### src/rtl/core/jse_pkg.sv
`timescale 1ns / 1ps
// ============================================================================
// jse_pkg
// Shared types, character codes and escape helpers for the JSON string
// escaper.
// ============================================================================
package jse_pkg;

    // Input item kinds, carried on the slave tuser
    typedef enum logic [1:0] {
        ACT_BEGIN = 2'd0,
        ACT_CHAR  = 2'd1,
        ACT_END   = 2'd2
    } action_t;

    // Characters that need escaping
    localparam logic [7:0] CH_QUOTE  = 8'h22;
    localparam logic [7:0] CH_BSLASH = 8'h5C;
    localparam logic [7:0] CH_BS     = 8'h08;
    localparam logic [7:0] CH_FF     = 8'h0C;
    localparam logic [7:0] CH_LF     = 8'h0A;
    localparam logic [7:0] CH_CR     = 8'h0D;
    localparam logic [7:0] CH_TAB    = 8'h09;

    // Escape code letters
    localparam logic [7:0] LET_B = 8'h62;
    localparam logic [7:0] LET_F = 8'h66;
    localparam logic [7:0] LET_N = 8'h6E;
    localparam logic [7:0] LET_R = 8'h72;
    localparam logic [7:0] LET_T = 8'h74;

    // Largest burst one item can cause: escaped backslash plus an escape pair
    localparam int unsigned BURST_MAX = 4;

    // Output bytes caused by one item; closes marks the final byte as the
    // closing quote
    typedef struct packed {
        logic [BURST_MAX-1:0][7:0] bytes;
        logic [2:0]                count;
        logic                      closes;
    } burst_t;

    // Code letter for a byte that needs escaping, zero when none is needed
    function automatic logic [7:0] escape_letter(input logic [7:0] c);
        logic [7:0] r;
        unique case (c)
            CH_QUOTE:  r = CH_QUOTE;
            CH_BSLASH: r = CH_BSLASH;
            CH_BS:     r = LET_B;
            CH_FF:     r = LET_F;
            CH_LF:     r = LET_N;
            CH_CR:     r = LET_R;
            CH_TAB:    r = LET_T;
            default:   r = 8'h00;
        endcase
        return r;
    endfunction

    // True for a byte that may follow a backslash as an existing escape
    function automatic logic is_code_char(input logic [7:0] c);
        return (c == CH_QUOTE) || (c == CH_BSLASH) || (c == LET_B) ||
               (c == LET_F) || (c == LET_N) || (c == LET_R) || (c == LET_T);
    endfunction

endpackage

### src/rtl/core/json_string_escaper.sv
`timescale 1ns / 1ps
// ============================================================================
// json_string_escaper
// Streaming JSON string quoting and escaping, one text byte per beat.
// ============================================================================
// Usage:
//   Slave channel: tuser carries the item kind (begin, character, end), tdata
//   the character byte. Master channel: tdata is one byte of the quoted,
//   escaped text, tlast marks the final byte caused by an input beat, tuser
//   marks the closing quote.
//   A backslash is held back until the next item shows whether it already
//   starts an escape; that beat itself produces no output.
//   The first output byte of an item passes through the burst register and
//   then the output register.
//   Throughput: one input beat per cycle while each item yields one byte and
//   the receiver does not stall. An item yielding N bytes (up to 4) holds the
//   burst register until the output register has taken all N, one byte per
//   cycle while the receiver is ready; the slave tready drops until the last of those bytes moves out.
//   When the receiver stalls, the output register holds its beat and the
//   burst register fills, then tready drops; nothing is lost.
//   Reset clears the pending backslash and empties both registers.
// ============================================================================
module json_string_escaper
(
    input  logic       clk,
    input  logic       rst_n,
    input  logic       s_axis_tvalid,
    output logic       s_axis_tready,
    input  logic [7:0] s_axis_tdata,   // [7:0] char_byte
    input  logic [1:0] s_axis_tuser,   // [1:0] action
    output logic       m_axis_tvalid,
    input  logic       m_axis_tready,
    output logic [7:0] m_axis_tdata,   // [7:0] out_byte
    output logic       m_axis_tlast,
    output logic       m_axis_tuser    // [0] closes_string
);

    logic            accept;
    jse_pkg::burst_t burst;

    assign accept = s_axis_tvalid && s_axis_tready;

    // Item decode and pending backslash
    jse_decode u_decode
    (
        .clk       (clk),
        .rst_n     (rst_n),
        .accept    (accept),
        .action    (s_axis_tuser),
        .char_byte (s_axis_tdata),
        .burst     (burst)
    );

    // Burst register and output register
    jse_burst u_burst
    (
        .clk        (clk),
        .rst_n      (rst_n),
        .accept     (accept),
        .burst      (burst),
        .in_ready   (s_axis_tready),
        .out_valid  (m_axis_tvalid),
        .out_ready  (m_axis_tready),
        .out_byte   (m_axis_tdata),
        .out_last   (m_axis_tlast),
        .out_closes (m_axis_tuser)
    );

endmodule

### src/rtl/core/jse_decode.sv
`timescale 1ns / 1ps
// ============================================================================
// jse_decode
// Turns one input item into its burst of output bytes and keeps the
// pending-backslash flag.
// ============================================================================
module jse_decode
(
    input  logic            clk,
    input  logic            rst_n,
    input  logic            accept,
    input  logic [1:0]      action,
    input  logic [7:0]      char_byte,
    output jse_pkg::burst_t burst
);

    logic       held_reg;
    logic       held_next;
    logic [7:0] esc;
    logic       code;

    // Burst build
    always_comb
    begin
        burst     = '0;
        held_next = held_reg;
        esc       = jse_pkg::escape_letter(char_byte);
        code      = jse_pkg::is_code_char(char_byte);
        unique case (action)
            jse_pkg::ACT_BEGIN:
            begin
                // a pending backslash is dropped silently
                burst.bytes[0] = jse_pkg::CH_QUOTE;
                burst.count    = 3'd1;
                held_next      = 1'b0;
            end
            jse_pkg::ACT_CHAR:
            begin
                if (held_reg && code)
                begin
                    // already escaped pair passes through
                    burst.bytes[0] = jse_pkg::CH_BSLASH;
                    burst.bytes[1] = char_byte;
                    burst.count    = 3'd2;
                    held_next      = 1'b0;
                end
                else
                begin
                    if (held_reg)
                    begin
                        burst.bytes[0] = jse_pkg::CH_BSLASH;
                        burst.bytes[1] = jse_pkg::CH_BSLASH;
                        burst.count    = 3'd2;
                        held_next      = 1'b0;
                    end
                    if (char_byte == jse_pkg::CH_BSLASH)
                    begin
                        held_next = 1'b1;
                    end
                    else if (esc != 8'h00)
                    begin
                        burst.bytes[burst.count[1:0]]        = jse_pkg::CH_BSLASH;
                        burst.bytes[burst.count[1:0] + 2'd1] = esc;
                        burst.count = 3'(burst.count + 3'd2);
                    end
                    else
                    begin
                        burst.bytes[burst.count[1:0]] = char_byte;
                        burst.count = 3'(burst.count + 3'd1);
                    end
                end
            end
            jse_pkg::ACT_END:
            begin
                if (held_reg)
                begin
                    burst.bytes[0] = jse_pkg::CH_BSLASH;
                    burst.bytes[1] = jse_pkg::CH_BSLASH;
                    burst.count    = 3'd2;
                end
                burst.bytes[burst.count[1:0]] = jse_pkg::CH_QUOTE;
                burst.count  = 3'(burst.count + 3'd1);
                burst.closes = 1'b1;
                held_next    = 1'b0;
            end
            default:
            begin
                // unused code: no output, flag kept
                held_next = held_reg;
            end
        endcase
    end

    // Pending-backslash flag
    always_ff @(posedge clk or negedge rst_n)
    begin
        if (!rst_n)
        begin
            held_reg <= 1'b0;
        end
        else if (accept)
        begin
            held_reg <= held_next;
        end
    end

endmodule

### src/rtl/core/jse_burst.sv
`timescale 1ns / 1ps
// ============================================================================
// jse_burst
// Holds one item's burst and hands its bytes one per beat to the output
// register.
// ============================================================================
module jse_burst
(
    input  logic            clk,
    input  logic            rst_n,
    input  logic            accept,
    input  jse_pkg::burst_t burst,
    output logic            in_ready,
    output logic            out_valid,
    input  logic            out_ready,
    output logic [7:0]      out_byte,
    output logic            out_last,
    output logic            out_closes
);

    jse_pkg::burst_t burst_reg;
    logic            busy_reg;
    logic [1:0]      idx_reg;
    logic            out_valid_reg;
    logic [7:0]      out_byte_reg;
    logic            out_last_reg;
    logic            out_closes_reg;

    logic            load_in;
    logic            out_load;
    logic            is_final;
    logic            burst_done;

    // Handshake between burst and output register
    assign load_in    = accept && (burst.count != 3'd0);
    assign out_load   = busy_reg && (!out_valid_reg || out_ready);
    assign is_final   = ({1'b0, idx_reg} == 3'(burst_reg.count - 3'd1));
    assign burst_done = out_load && is_final;
    assign in_ready   = !busy_reg || burst_done;

    // Burst control
    always_ff @(posedge clk or negedge rst_n)
    begin
        if (!rst_n)
        begin
            busy_reg <= 1'b0;
            idx_reg  <= 2'd0;
        end
        else
        begin
            if (load_in)
            begin
                busy_reg <= 1'b1;
                idx_reg  <= 2'd0;
            end
            else if (out_load)
            begin
                busy_reg <= !is_final;
                idx_reg  <= 2'(idx_reg + 2'd1);
            end
        end
    end

    // Burst payload
    always_ff @(posedge clk)
    begin
        if (load_in)
        begin
            burst_reg <= burst;
        end
    end

    // Output valid
    always_ff @(posedge clk or negedge rst_n)
    begin
        if (!rst_n)
        begin
            out_valid_reg <= 1'b0;
        end
        else if (out_load)
        begin
            out_valid_reg <= 1'b1;
        end
        else if (out_ready)
        begin
            out_valid_reg <= 1'b0;
        end
    end

    // Output payload
    always_ff @(posedge clk)
    begin
        if (out_load)
        begin
            out_byte_reg   <= burst_reg.bytes[idx_reg];
            out_last_reg   <= is_final;
            out_closes_reg <= is_final && burst_reg.closes;
        end
    end

    assign out_valid  = out_valid_reg;
    assign out_byte   = out_byte_reg;
    assign out_last   = out_last_reg;
    assign out_closes = out_closes_reg;

endmodule

### config.mk
export PLATFORM = sky130hd
export DESIGN_NAME = json_string_escaper
export DESIGN_NICKNAME = d
export VERILOG_FILES = /design/src/rtl/core/jse_pkg.sv /design/src/rtl/core/json_string_escaper.sv /design/src/rtl/core/jse_decode.sv /design/src/rtl/core/jse_burst.sv
export SDC_FILE = /design/constraint.sdc
export NUM_CORES = 1
export LEC_CHECK = 0
export ABC_CLOCK_PERIOD_IN_PS = 6800
export BUFFER_PORTS_ARGS = -buffer_cell sky130_fd_sc_hd__buf_4
export CORE_MARGIN = 2
export CORE_UTILIZATION = 55
export CTS_BUF_LIST = sky130_fd_sc_hd__clkbuf_4 sky130_fd_sc_hd__clkbuf_8
export DETAILED_ROUTE_END_ITERATION = 10
export PLACE_DENSITY = 0.75
export SLEW_MARGIN = 40
export SYNTH_ARGS = -nofsm -noshare
export SYNTH_HDL_FRONTEND = slang
export SYNTH_SLANG_ARGS = --single-unit
### constraint.sdc
create_clock -name clk -period 6.8 [get_ports clk]
set_clock_uncertainty 0.2 [all_clocks]
set_input_delay 1.36 -clock clk [delete_from_list [all_inputs] [get_ports clk]]
set_output_delay 1.36 -clock clk [all_outputs]
set_load 0.1 [all_outputs]
==> impl_metrics.json <==
{
  "status": "completed",
  "worst-endpoint-required_ns": 5.24,
  "core_area_um2": 4440,
  "area_growth_syn_to_layout_pct": 11.9,
  "h-tree-depth": 2,
  "nFillCells": 344,
  "drc": 0,
  "cts.sinks": 49,
  "finalMaxSlewViolations": 0,
  "period_share_pct": 59.5,
  "synthDistinctLibCells": 49,
  "synth_area_um2": 2580,
  "grt_pass1_vias": 1627,
  "place_congestion": 0.962,
  "hpwlAfterDp_um": 3520,
  "ys.flop_type": "edfxtp_1",
  "cts-root-buf": "clkbuf_8",
  "cts_setup_buffers": 0,
  "cp-end-kind": "output port",
  "dpl_cell_area_um2": 2800,
  "path_class": "input pin to output port",
  "setup_viol": 0,
  "vias_per_cell": 5.99,
  "drv_cap": 0,
  "cts_buffers": 5,
  "slew_headroom_pct": 45.1,
  "seq_area_frac_synth_pct": 56.0,
  "worst_pin_slew_ns": 0.815,
  "pin_count": 26,
  "max_freq_mhz": 247,
  "antenna_found_initial": 0,
  "grt.overflow.total": 0,
  "die_w_um": 72.5,
  "finalHoldViolations": 0,
  "clk_latency_ns": 0.29,
  "ant_nets": 0,
  "multiInputGateArea_um2": 1070,
  "wl_per_cell_um": 16.7,
  "drt_iter0_markers": 131,
  "num_vias": 1760,
  "cts_tree": "yes",
  "cts.path.max_buffers": 2,
  "die-height_um": 72.5,
  "clk_pin_slew_ns": 0.09,
  "diodes": 0,
  "fin_area_um2": 2890,
  "port_buffers": 25,
  "cts_hold_buf": 0,
  "synthCells": 218,
  "die_area_um2": 5260,
  "grt_max_degree": 35,
  "fin_crit_ns": 4.05,
  "rows": 24,
  "hold_class": "flip-flop to flip-flop",
  "dp_slack_ns": 2.53,
  "fin_ws_ns": 2.75,
  "rsz0062_at_grt": "no",
  "dp_cells": 286,
  "first_pass_iters": 5,
  "fin_cells": 294,
  "crit_arrival_ns": 2.49,
  "ff2ff_setup_slack_ns": 4.03,
  "syn_avg_cell_area_um2": 11.8,
  "largest_reg_flops": 34,
  "power_density_nw_per_um2": 383,
  "initial_core_util_pct": 58.1,
  "ys_ff_latch": 49,
  "power_mw": 1.11,
  "grt_pass1_wl_um": 8200,
  "peakVddDrop_mv": 0.216,
  "async_flop_share_pct": 10.2,
  "synth_edf_count": 44,
  "cts.repair.resized": 0,
  "fin_setup_tns_ns": 0,
  "final_nets": 262,
  "regArea_um2": 1450,
  "critPathMaxFanout": 6,
  "critPathLaunchType": "input pin",
  "routed_wl_um": 4920,
  "gr-usage-all-layers_pct": 20.8,
  "p_leak_nw": 1.06,
  "yosysWarnings": 0,
  "drive_gt1_share_pct": 19.0
}
[area by class of cell]
cell class | count | area share (%)
clock buffers | 5 | 2.38
clock inverters | 3 | 0.606
well taps | 52 | 2.25
inverters | 7 | 0.909
repair buffers | 26 | 6.76
flip-flops and latches | 49 | 50.1
multi-input cells | 152 | 37.0
[cell usage in the layout, fill, tap and decap left out, drive strengths merged, types with 3 or more instances in the layout]
cell type / synthesis / routed
xnor2: 4 / 4
nor2b: 4 / 4
and3: 5 / 5
o21a: 3 / 3
nor3: 8 / 8
a21oi: 12 / 12
inv: 7 / 7
buf: 5 / 26
nor2: 18 / 18
and2: 4 / 4
nand2: 13 / 13
mux2i: 3 / 3
mux4: 6 / 6
edfxtp: 44 / 44
clkinv: 0 / 3
nand3: 9 / 9
ha: 7 / 7
dfrtp: 5 / 5
o21ai: 19 / 19
nand2b: 7 / 7
clkbuf: 6 / 5
[per-layer routing]
layer  GRT usage, %  routed length (um)  vias up
met5              0                   0        -
met4           9.05                  76        0
met3           3.61                 355        7
met2           31.3                2250       90
met1           29.9                2240      801
li1               -                   -      862
[synthesized netlist by cell type (3+ instances only)]
master / number / area (um^2)
nand2b_1: 7 / 43.8
ha_1: 7 / 87.6
nand3_1: 9 / 45.0
nor2_1: 18 / 67.6
dfrtp_1: 5 / 125
mux4_2: 6 / 135
o21a_1: 3 / 22.5
o21ai_0: 18 / 90.1
inv_1: 7 / 26.3
nand2_1: 13 / 48.8
clkbuf_1: 6 / 22.5
nor2b_1: 4 / 25.0
nor3_1: 6 / 30.0
edfxtp_1: 44 / 1320
mux2i_1: 3 / 30.0
and2_1: 3 / 18.8
a21oi_1: 12 / 60.1
and3_1: 5 / 31.3
xnor2_1: 4 / 35.0
[power breakdown]
group / switching, mW / total (mW) / internal, mW / leakage [nW]
sequential: 0.0481 / 0.458 / 0.410 / 0.475
combinational: 0.347 / 0.483 / 0.136 / 0.537
clock: 0.0942 / 0.165 / 0.0712 / 0.0455
total: 0.489 / 1.11 / 0.618 / 1.06
[path summary, 6_finish.rpt]
path                                                from                                  end  cells after the start
hold / removal              u_burst.busy_reg$_DFFE_PN0P_        u_burst.out_valid$_DFFE_PN0P_                      1
min in group asynchronous                          rst_n        u_burst.out_valid$_DFFE_PN0P_                      1
setup reg to reg           u_decode.held_reg$_DFFE_PN0P_  u_burst.burst_reg[17]$_SDFFCE_PN0P_                      5
max in group asynchronous                          rst_n       u_burst.idx_reg[1]$_DFFE_PN0P_                      1
setup / recovery                           m_axis_tready                        s_axis_tready                      5
hold reg to reg             u_burst.busy_reg$_DFFE_PN0P_        u_burst.out_valid$_DFFE_PN0P_                      1
[cell families after synthesis]
kind of cell / Yosys count / synth area share [%]
mux: 9 / 6.40
compound gates: 48 / 11.7
buf+inv: 18 / 3.39
other cells: 1 / 0.145
flops: 49 / 56.0
simple gates: 80 / 16.9
xor+xnor: 6 / 2.03
fa+ha+maj: 7 / 3.39
[through the flow]
step	util [%]	hold slack, ns
2_1_floorplan	-	0.264
3_3_place_gp	63.1	0.281
3_5_place_dp	63.1	0.323
4_1_cts	65.0	0.329
5_1_grt	65.0	0.367
6_report	65.0	0.316
[critical path, stage by stage]
cell and delay (ns):
buf_4 0.10, nand2b_1 0.18, a21boi_1 0.46, inv_1 0.12, buf_4 0.26
(Power assumes the default switching activity.)
